### config.mk
export PLATFORM = sky130hd
export DESIGN_NAME = high_boost_sharpen_3x3
export DESIGN_NICKNAME = d
export VERILOG_FILES = /design/src/rtl/core/hbs_pkg.sv /design/src/rtl/core/high_boost_sharpen_3x3.sv /design/src/rtl/core/hbs_ram.sv
export SDC_FILE = /design/constraint.sdc
export NUM_CORES = 2
export LEC_CHECK = 0
export ABC_CLOCK_PERIOD_IN_PS = 9400
export BUFFER_PORTS_ARGS = -buffer_cell sky130_fd_sc_hd__buf_2
export CAP_MARGIN = 10
export CORE_MARGIN = 5
export CORE_UTILIZATION = 55
export CTS_BUF_LIST = sky130_fd_sc_hd__clkbuf_4
export DETAILED_ROUTE_END_ITERATION = 12
export GPL_ROUTABILITY_DRIVEN = 0
export HOLD_SLACK_MARGIN = 0.15
export PLACE_DENSITY = 0.84
export SETUP_SLACK_MARGIN = 0.02
export SLEW_MARGIN = 20
export SYNTH_ARGS = -nofsm -noshare
export SYNTH_HDL_FRONTEND = slang
export SYNTH_SLANG_ARGS = --single-unit
### constraint.sdc
create_clock -name clk -period 9.4 [get_ports clk]
set_clock_uncertainty 0.2 [all_clocks]
set_input_delay 0.47 -clock clk [delete_from_list [all_inputs] [get_ports clk]]
set_output_delay 0.47 -clock clk [all_outputs]
set_load 0.05 [all_outputs]
### src/rtl/core/hbs_pkg.sv
`timescale 1ns / 1ps

package hbs_pkg;

    localparam int MAX_WIDTH  = 128;
    localparam int MAX_HEIGHT = 128;

    localparam int PIX_W      = 8;
    localparam int DIM_W      = 8;
    localparam int GAIN_W     = 12;
    localparam int GAIN_FRAC  = 8;
    localparam int COL_W      = $clog2(MAX_WIDTH);

    localparam int CFG_IDX_W  = 2;
    localparam int CFG_DATA_W = 12;

    localparam logic [CFG_IDX_W-1:0] REG_WIDTH  = 2'd0;
    localparam logic [CFG_IDX_W-1:0] REG_HEIGHT = 2'd1;
    localparam logic [CFG_IDX_W-1:0] REG_GAIN   = 2'd2;

    localparam logic [DIM_W-1:0]  WIDTH_RST  = 8'd90;
    localparam logic [DIM_W-1:0]  HEIGHT_RST = 8'd90;
    localparam logic [GAIN_W-1:0] GAIN_RST   = 12'd512;

    // window sum and divide by 9: floor(s / 9) == (s * 7282) >> 16 for s <= 9 * 255
    localparam int RSUM_W     = PIX_W + 2;
    localparam int SUM_W      = PIX_W + 4;
    localparam int RECIP_W    = 13;
    localparam int PROD_W     = SUM_W + RECIP_W;
    localparam logic [RECIP_W-1:0] DIV9_MUL = 13'd7282;
    localparam int DIV9_SHIFT = 16;

    localparam int GX_W       = GAIN_W + PIX_W;
    localparam int DIFF_W     = GX_W + 1;

    typedef logic [PIX_W-1:0] pix_t;
    typedef logic [2:0][2:0][PIX_W-1:0] win_t;

endpackage

### src/rtl/core/high_boost_sharpen_3x3.sv
`timescale 1ns / 1ps

// 3x3 high-boost sharpening on an 8-bit grayscale raster stream.
// Slave side: one pixel per transaction in s_tdata, s_tuser = 1 marks a flush
// tick sent after the last pixel of a frame until the frame_end result is out.
// Master side: sharpened pixel in m_tdata, m_tlast on the last pixel of a frame.
// cfg_we/cfg_index/cfg_data write width (0), height (1) and Q4.8 gain (2); write
// them only while no pixel is in flight.
// Results trail the input by one line plus one pixel. The item that completes a
// result passes the stage 1 (line RAM read), stage 2 (window update), stage 3 (sum and
// gain multiply), stage 4 (divide by 9) and output (clamp) registers before m_tvalid.
// Throughput is one transaction per cycle on both sides while not stalled; the line RAM
// reads and writes one column per cycle while not stalled, with a bypass for single-pixel lines.
// Reset clears the counters, the window and the pipeline valid bits and loads the
// default registers (90 x 90, gain 2.0); line RAM contents are masked at the top.
// When m_tready is low with a result held, the whole pipeline and s_tready stall;
// nothing is lost or repeated.

module high_boost_sharpen_3x3
    import hbs_pkg::*;
(
    input  logic                  clk,
    input  logic                  rst_n,
    input  logic                  s_tvalid,
    output logic                  s_tready,
    input  logic [7:0]            s_tdata,     // [7:0] pixel_in
    input  logic                  s_tuser,     // [0] flush
    output logic                  m_tvalid,
    input  logic                  m_tready,
    output logic [7:0]            m_tdata,     // [7:0] pixel_out
    output logic                  m_tlast,
    input  logic                  cfg_we,
    input  logic [CFG_IDX_W-1:0]  cfg_index,
    input  logic [CFG_DATA_W-1:0] cfg_data
);

    // configuration
    logic [DIM_W-1:0]  width_reg;
    logic [DIM_W-1:0]  height_reg;
    logic [GAIN_W-1:0] gain_reg;
    logic [DIM_W-1:0]  w_eff;
    logic [DIM_W-1:0]  h_eff;

    // frame counters
    logic [COL_W-1:0]  in_col_reg, in_col_next;
    logic [DIM_W-1:0]  in_row_reg, in_row_next;
    logic [COL_W-1:0]  out_col_reg, out_col_next;
    logic [DIM_W-1:0]  out_row_reg, out_row_next;
    logic              clr_pend_reg, clr_pend_next;

    // input stage
    logic              en;
    logic              accept;
    logic              enter;
    logic              restart;
    logic [COL_W-1:0]  ic;
    logic [DIM_W-1:0]  ir;
    logic [COL_W-1:0]  oc;
    logic [DIM_W-1:0]  orow;
    logic              ignore_item;
    pix_t              pix_a;
    logic              emit_a;
    logic              last_a;
    logic              in_wrap;
    logic              out_wrap;

    // stage 1: line RAM data
    logic              s1_valid_reg;
    logic              s1_emit_reg;
    logic              s1_last_reg;
    logic              s1_clr_reg;
    logic              s1_col0_reg;
    logic              s1_top_en_reg;
    logic              s1_mid_en_reg;
    pix_t              s1_pix_reg;
    logic [COL_W-1:0]  s1_addr_reg;
    logic              s1_fwd_reg;
    logic [2*PIX_W-1:0] s1_fwd_data_reg;
    logic [2*PIX_W-1:0] ram_rdata;
    logic [2*PIX_W-1:0] line_data;
    logic [2*PIX_W-1:0] line_wdata;
    logic              line_we;
    logic              fwd_hit;
    pix_t              top_pix;
    pix_t              mid_pix;
    pix_t              new_col [3];

    win_t              win_reg, win_next;
    win_t              win_base;
    win_t              win_snap;

    // stage 2: window snapshot
    logic              s2_valid_reg;
    logic              s2_emit_reg;
    logic              s2_last_reg;
    win_t              s2_win_reg;
    logic [RSUM_W-1:0] row_sum [3];
    logic [SUM_W-1:0]  win_sum;
    logic [GX_W-1:0]   gx_s2;

    // stage 3: sum and gain product
    logic              s3_valid_reg;
    logic              s3_emit_reg;
    logic              s3_last_reg;
    logic [SUM_W-1:0]  s3_sum_reg;
    logic [GX_W-1:0]   s3_gx_reg;
    logic [PROD_W-1:0] div_prod;

    // stage 4: mean
    logic              s4_valid_reg;
    logic              s4_emit_reg;
    logic              s4_last_reg;
    pix_t              s4_mean_reg;
    logic [GX_W-1:0]   s4_gx_reg;
    logic [DIFF_W-1:0] diff;
    pix_t              sharp_pix;

    // output register
    logic              out_valid_reg;
    pix_t              out_pix_reg;
    logic              out_last_reg;

    assign en       = !out_valid_reg || m_tready;
    assign s_tready = en;
    assign accept   = s_tvalid && en;
    assign m_tvalid = out_valid_reg;
    assign m_tdata  = out_pix_reg;
    assign m_tlast  = out_last_reg;

    always_ff @(posedge clk or negedge rst_n)
    begin
        if (!rst_n)
        begin
            width_reg  <= WIDTH_RST;
            height_reg <= HEIGHT_RST;
            gain_reg   <= GAIN_RST;
        end
        else if (cfg_we)
        begin
            case (cfg_index)
                REG_WIDTH:  width_reg  <= cfg_data[DIM_W-1:0];
                REG_HEIGHT: height_reg <= cfg_data[DIM_W-1:0];
                REG_GAIN:   gain_reg   <= cfg_data[GAIN_W-1:0];
                default:    ;
            endcase
        end
    end

    always_comb
    begin
        if (width_reg == '0)
            w_eff = DIM_W'(1);
        else if (width_reg > DIM_W'(MAX_WIDTH))
            w_eff = DIM_W'(MAX_WIDTH);
        else
            w_eff = width_reg;

        if (height_reg == '0)
            h_eff = DIM_W'(1);
        else if (height_reg > DIM_W'(MAX_HEIGHT))
            h_eff = DIM_W'(MAX_HEIGHT);
        else
            h_eff = height_reg;
    end

    // input stage: frame position, padding and counter update
    always_comb
    begin
        restart     = out_row_reg >= h_eff;
        ic          = restart ? '0 : in_col_reg;
        ir          = restart ? '0 : in_row_reg;
        oc          = restart ? '0 : out_col_reg;
        orow        = restart ? '0 : out_row_reg;
        ignore_item = s_tuser && (ir < h_eff);
        pix_a       = (s_tuser || ir >= h_eff) ? '0 : s_tdata;
        emit_a      = (ir >= DIM_W'(2)) || (ir == DIM_W'(1) && ic != '0);
        in_wrap     = (DIM_W'(ic) + DIM_W'(1)) >= w_eff;
        out_wrap    = (DIM_W'(oc) + DIM_W'(1)) >= w_eff;
        last_a      = emit_a && out_wrap
                      && ((DIM_W+1)'(orow) + (DIM_W+1)'(1)) >= (DIM_W+1)'(h_eff);
        enter       = accept && !ignore_item;

        in_col_next   = in_col_reg;
        in_row_next   = in_row_reg;
        out_col_next  = out_col_reg;
        out_row_next  = out_row_reg;
        clr_pend_next = clr_pend_reg;

        if (accept)
        begin
            if (ignore_item)
            begin
                in_col_next   = ic;
                in_row_next   = ir;
                out_col_next  = oc;
                out_row_next  = orow;
                clr_pend_next = clr_pend_reg || restart;
            end
            else
            begin
                clr_pend_next = 1'b0;
                in_col_next   = in_wrap ? '0 : ic + COL_W'(1);
                in_row_next   = in_wrap ? ir + DIM_W'(1) : ir;
                out_col_next  = oc;
                out_row_next  = orow;
                if (emit_a)
                begin
                    out_col_next = out_wrap ? '0 : oc + COL_W'(1);
                    out_row_next = out_wrap ? orow + DIM_W'(1) : orow;
                end
                if (last_a)
                begin
                    in_col_next  = '0;
                    in_row_next  = '0;
                    out_col_next = '0;
                    out_row_next = '0;
                end
            end
        end
    end

    // line RAM: {upper, middle} per column, read at accept, written from the stage 1 registers
    hbs_ram #(
        .WIDTH (2*PIX_W),
        .DEPTH (MAX_WIDTH)
    ) u_line_ram (
        .clk   (clk),
        .we    (line_we),
        .waddr (s1_addr_reg),
        .wdata (line_wdata),
        .re    (en),
        .raddr (ic),
        .rdata (ram_rdata)
    );

    always_comb
    begin
        line_data  = s1_fwd_reg ? s1_fwd_data_reg : ram_rdata;
        top_pix    = s1_top_en_reg ? line_data[2*PIX_W-1:PIX_W] : '0;
        mid_pix    = s1_mid_en_reg ? line_data[PIX_W-1:0] : '0;
        line_wdata = {mid_pix, s1_pix_reg};
        line_we    = en && s1_valid_reg;
        fwd_hit    = s1_valid_reg && (s1_addr_reg == ic);

        new_col[0] = top_pix;
        new_col[1] = mid_pix;
        new_col[2] = s1_pix_reg;

        win_base = s1_clr_reg ? '0 : win_reg;
        for (int r = 0; r < 3; r++)
        begin
            win_snap[r][0] = win_base[r][1];
            win_snap[r][1] = win_base[r][2];
            win_snap[r][2] = s1_col0_reg ? '0 : new_col[r];
        end

        win_next = win_snap;
        if (s1_col0_reg)
        begin
            win_next = '0;
            for (int r = 0; r < 3; r++)
            begin
                win_next[r][2] = new_col[r];
            end
        end
        if (s1_last_reg)
        begin
            win_next = '0;
        end
    end

    // window sum and center times gain
    always_comb
    begin
        for (int r = 0; r < 3; r++)
        begin
            row_sum[r] = RSUM_W'(s2_win_reg[r][0]) + RSUM_W'(s2_win_reg[r][1])
                         + RSUM_W'(s2_win_reg[r][2]);
        end
        win_sum = SUM_W'(row_sum[0]) + SUM_W'(row_sum[1]) + SUM_W'(row_sum[2]);
        gx_s2   = GX_W'(gain_reg) * GX_W'(s2_win_reg[1][1]);
    end

    assign div_prod = PROD_W'(s3_sum_reg) * PROD_W'(DIV9_MUL);

    // gain * x - 256 * mean, then truncate and clamp
    always_comb
    begin
        diff = DIFF_W'(s4_gx_reg) - DIFF_W'({s4_mean_reg, {GAIN_FRAC{1'b0}}});
        if (diff[DIFF_W-1])
            sharp_pix = '0;
        else if (diff[DIFF_W-2:GAIN_FRAC+PIX_W] != '0)
            sharp_pix = '1;
        else
            sharp_pix = diff[GAIN_FRAC+PIX_W-1:GAIN_FRAC];
    end

    always_ff @(posedge clk or negedge rst_n)
    begin
        if (!rst_n)
        begin
            in_col_reg    <= '0;
            in_row_reg    <= '0;
            out_col_reg   <= '0;
            out_row_reg   <= '0;
            clr_pend_reg  <= 1'b0;
            win_reg       <= '0;
            s1_valid_reg  <= 1'b0;
            s2_valid_reg  <= 1'b0;
            s3_valid_reg  <= 1'b0;
            s4_valid_reg  <= 1'b0;
            out_valid_reg <= 1'b0;
        end
        else
        begin
            in_col_reg   <= in_col_next;
            in_row_reg   <= in_row_next;
            out_col_reg  <= out_col_next;
            out_row_reg  <= out_row_next;
            clr_pend_reg <= clr_pend_next;
            if (en)
            begin
                s1_valid_reg  <= enter;
                s2_valid_reg  <= s1_valid_reg;
                s3_valid_reg  <= s2_valid_reg;
                s4_valid_reg  <= s3_valid_reg;
                out_valid_reg <= s4_valid_reg && s4_emit_reg;
                if (s1_valid_reg)
                begin
                    win_reg <= win_next;
                end
            end
        end
    end

    always_ff @(posedge clk)
    begin
        if (en)
        begin
            s1_emit_reg     <= emit_a;
            s1_last_reg     <= last_a;
            s1_clr_reg      <= restart || clr_pend_reg;
            s1_col0_reg     <= (ic == '0);
            s1_top_en_reg   <= (ir >= DIM_W'(2));
            s1_mid_en_reg   <= (ir != '0);
            s1_pix_reg      <= pix_a;
            s1_addr_reg     <= ic;
            s1_fwd_reg      <= fwd_hit;
            s1_fwd_data_reg <= line_wdata;

            s2_emit_reg     <= s1_emit_reg;
            s2_last_reg     <= s1_last_reg;
            s2_win_reg      <= win_snap;

            s3_emit_reg     <= s2_emit_reg;
            s3_last_reg     <= s2_last_reg;
            s3_sum_reg      <= win_sum;
            s3_gx_reg       <= gx_s2;

            s4_emit_reg     <= s3_emit_reg;
            s4_last_reg     <= s3_last_reg;
            s4_mean_reg     <= div_prod[DIV9_SHIFT +: PIX_W];
            s4_gx_reg       <= s3_gx_reg;

            out_pix_reg     <= sharp_pix;
            out_last_reg    <= s4_last_reg;
        end
    end

endmodule

### src/rtl/core/hbs_ram.sv
`timescale 1ns / 1ps

module hbs_ram #(
    parameter int WIDTH = 8,
    parameter int DEPTH = 128
) (
    input  logic                     clk,
    input  logic                     we,
    input  logic [$clog2(DEPTH)-1:0] waddr,
    input  logic [WIDTH-1:0]         wdata,
    input  logic                     re,
    input  logic [$clog2(DEPTH)-1:0] raddr,
    output logic [WIDTH-1:0]         rdata
);

    logic [WIDTH-1:0] mem [DEPTH];
    logic [WIDTH-1:0] rdata_reg;

    always_ff @(posedge clk)
    begin
        if (we)
        begin
            mem[waddr] <= wdata;
        end
        if (re)
        begin
            rdata_reg <= mem[raddr];
        end
    end

    assign rdata = rdata_reg;

endmodule
==> metrics.txt <==
status=complete, no violations; 1st-pass router iterations=8; Seq/Total Area, Yosys=69.2%; largest net degree at the start of global routing=179; critical path data required time=10.39 ns; final cell count without fillers=10,100; CP max stage delay=0.96 ns; Sw Ratio=41.7%; Post-CTS Setup Bufs=0; hold_sp=s3_last_reg; Hold Crit Class=flip-flop to flip-flop; Final Max Tran Viols=0; NetSw=18.1 mW; post-DP HPWL=158,000 um; CP max stage cell=o41ai_1; layout cells sized above 1=20.2%; # port buffers=38; Area Overhead vs Synth=10.6%; post-route ant nets=0; H-Tree Depth=6; sequential power share=34.1%; routed len/inst=27.1 um; Core Region=183,000 um2; vias in the first global route=65,700; post-route cell area=112,000 um2; reg2reg setup slack=2.36 ns; Rel. slew slack=18.9%; proportion of power drawn by the clock network=18.8%; most frequent cells after synthesis=edfxtp_1 (2,233), a21oi_1 (466), nor2_1 (447); worst slew pin tran=1.22 ns; total negative setup slack=0 ns; total gr overflow=0; via count=65,800; CP top delay family=simple AND/OR/NAND/NOR gates; Placed Instances=9,025; post-route minimum period=7.04 ns; TritonCTS Buffers=580; Reg-to-Reg Start=height_reg[2]; vias per inst=6.54; Hold Path End=s4_last_reg; Clock Pin Slew Worst Setup and Hold Paths=0.06 ns; Post-synth ARST share=4.78%; Syn Inst Count=6,802; Comb power frac=47.1%; Arrival @ worst endpoint=8.03 ns; Final setup violation count=0; io pins=39; Residual DRC=0; wirelength, routed=273,000 um; Core Util, Final=61.0%; Hold Path Stages=0; total power=43.5 mW; Buffers & Inverters on Critical Path=1; Netlist Area Pre-Place=101,000 um2; placed cell areas=104,000 um2; syn_area_per_cell=14.8 um2; clk sinks=2,345; top_reg_cell synth=edfxtp_1; max cap viols=0; Die ar.=192,000 um2; Power Internal=25.3 mW; Clock Path Buffers=4; Ys Warns=0; most frequent cell after synthesis=edfxtp_1; Yosys top cell area share=66.4%; worst slack, placed=2.66 ns; Synth area leader=edfxtp_1; FF-to-FF path depth=21; RSZ-0062 raised after global routing=no; Die Y=438 um; clock root buffer master=clkbuf_4; Final Hold Viols=0; crit start category=flip-flop; first-pass GRT wire length=404,000 um; GRT Total Usage=27.7%; clk_lat worst skew=1.40 ns; Initial Utilization=55.2%; distinct cell type count after synthesis=94; Final WS setup=2.36 ns; Power Dens Cells=389 nW/um2; Die X=438 um; Min Hold Slack=0.212 ns; nets@finish=7,562; EDFF count, synth=2,233; max reg flops=2,048; Synth area leaders=edfxtp_1 (66%), mux2_2 (3.3%), fa_1 (2.9%), dfrtp_1 (2.6%), a21oi_1 (2.3%); Setup CP Type=flip-flop to flip-flop; #FFs+latches synth=2,345; worst path cell trace=nor4_1, a21oi_1, nor2_1, ha_1, nor2b_1, o21ai_0, a31oi_4, and2_4, inv_4, nor3_2, nand3_1, xor2_1, nor2_1, ha_1, o21ai_0, o21ai_0, o41ai_1, nor2_1, nand2_1, xnor2_1, a311o_1; Tcrit/Tclk final=74.9%; FF-to-FF End=in_row_reg[2]; Lkg Pwr=39.1 nW; initial antenna violation count=10; VDD IR max=0.000702 V; Synthesized Nets=7,145; CTS tree=done; critical path endpoint category=flip-flop; crit path max fanout=73; Max Clock Freq=142 MHz; number of placement rows=157; initial DRC count=10,500
## cell families (layout without fill, tap and decap cells)
family,after synthesis,count (layout),share of synthesized area [%]
compound gates,1566,1566,10.3
xor+xnor,52,52,0.451
fa+ha+maj,315,315,4.98
buf+inv,642,1429,2.62
flops,2345,2345,69.2
mux,532,532,6.08
other cells,0,15,0
simple gates,1350,1350,6.35
## worst reg2reg max path, delay by kind of cell, from the launching register on
kind / cells / cell delay (ns)
adder cells (fa/ha/maj): 2 / 0.57
buffers and inverters: 1 / 0.50
flip-flops: 1 / 0.40
XOR/XNOR: 2 / 0.25
AO/OA/AOI/OAI: 7 / 2.20
AND/OR/NAND/NOR: 9 / 2.80
## layer usage
layer / vias to the layer above / track usage (%) / wire length, um
met5: - / 0 / 66
met4: 6 / 14.5 / 16300
met3: 1011 / 10.5 / 40500
met2: 5451 / 42.6 / 125000
met1: 32100 / 34.5 / 91500
li1: 27300 / - / -
## repair_timing
item	4_1_cts	5_1_grt
hold endpoints to repair	414	0
gates resized for setup	0	0
hold buffers	75	0
## worst max-delay path by stage
stage | startpoint | to | slack [ns] | cells after the start
finish | height_reg[2] | in_row_reg[2] | 2.36 | 21
global route | height_reg[2] | in_row_reg[2] | 2.16 | 21
CTS | height_reg[2] | in_row_reg[2] | 2.60 | 21
detailed placement | height_reg[2] | in_row_reg[2] | 2.66 | 21
global placement | height_reg[2] | in_row_reg[2] | 2.63 | 21
floorplan | m_tvalid | u_line_ram.mem[80][0] | 2.88 | 6
## cell type report
type,count,area [um2]
well taps,2464,3080
multi-input cells,3815,28700
clock inverters,122,596
diodes,15,37.5
inverters,189,732
fillers,12600,71200
flip-flops and latches,2345,69900
clock buffers,830,6230
repair buffers,288,2420
## cell usage in the layout, fill, tap and decap left out, types with 37 or more instances in the layout
cell and count:
dfrtp_1 100, a21oi_1 466, and2_1 68, nor2_1 396, nand2b_1 93, clkinv_1 93
nand3_1 109, o22ai_1 174, o211ai_1 107, dlygate4sd3_1 74, nor2b_1 83, nor3_1 40
inv_1 175, a221oi_1 46, buf_2 37, buf_4 164, a221o_1 135, a211oi_1 56
mux2i_1 200, and3_1 51, a22oi_1 44, xnor2_1 43, fa_1 144, o21ai_0 252
edfxtp_1 2233, clkbuf_4 830, nand2_1 332, ha_1 171, nor2_2 50, mux2_2 297
## power groups by stage
| stage | Clock (mW) | Combinational, mW | Sequential (mW) |
|---|---|---|---|
| 2_1_floorplan | 0 | 13.3 | 15.0 |
| 3_3_place_gp | 0 | 19.0 | 15.0 |
| 3_5_place_dp | 0 | 19.8 | 15.0 |
| 4_1_cts | 8.20 | 20.0 | 14.8 |
| 5_1_grt | 8.79 | 22.1 | 14.9 |
| 6_report | 8.15 | 20.5 | 14.8 |
No activity file was read; power rests on OpenSTA's default activity.
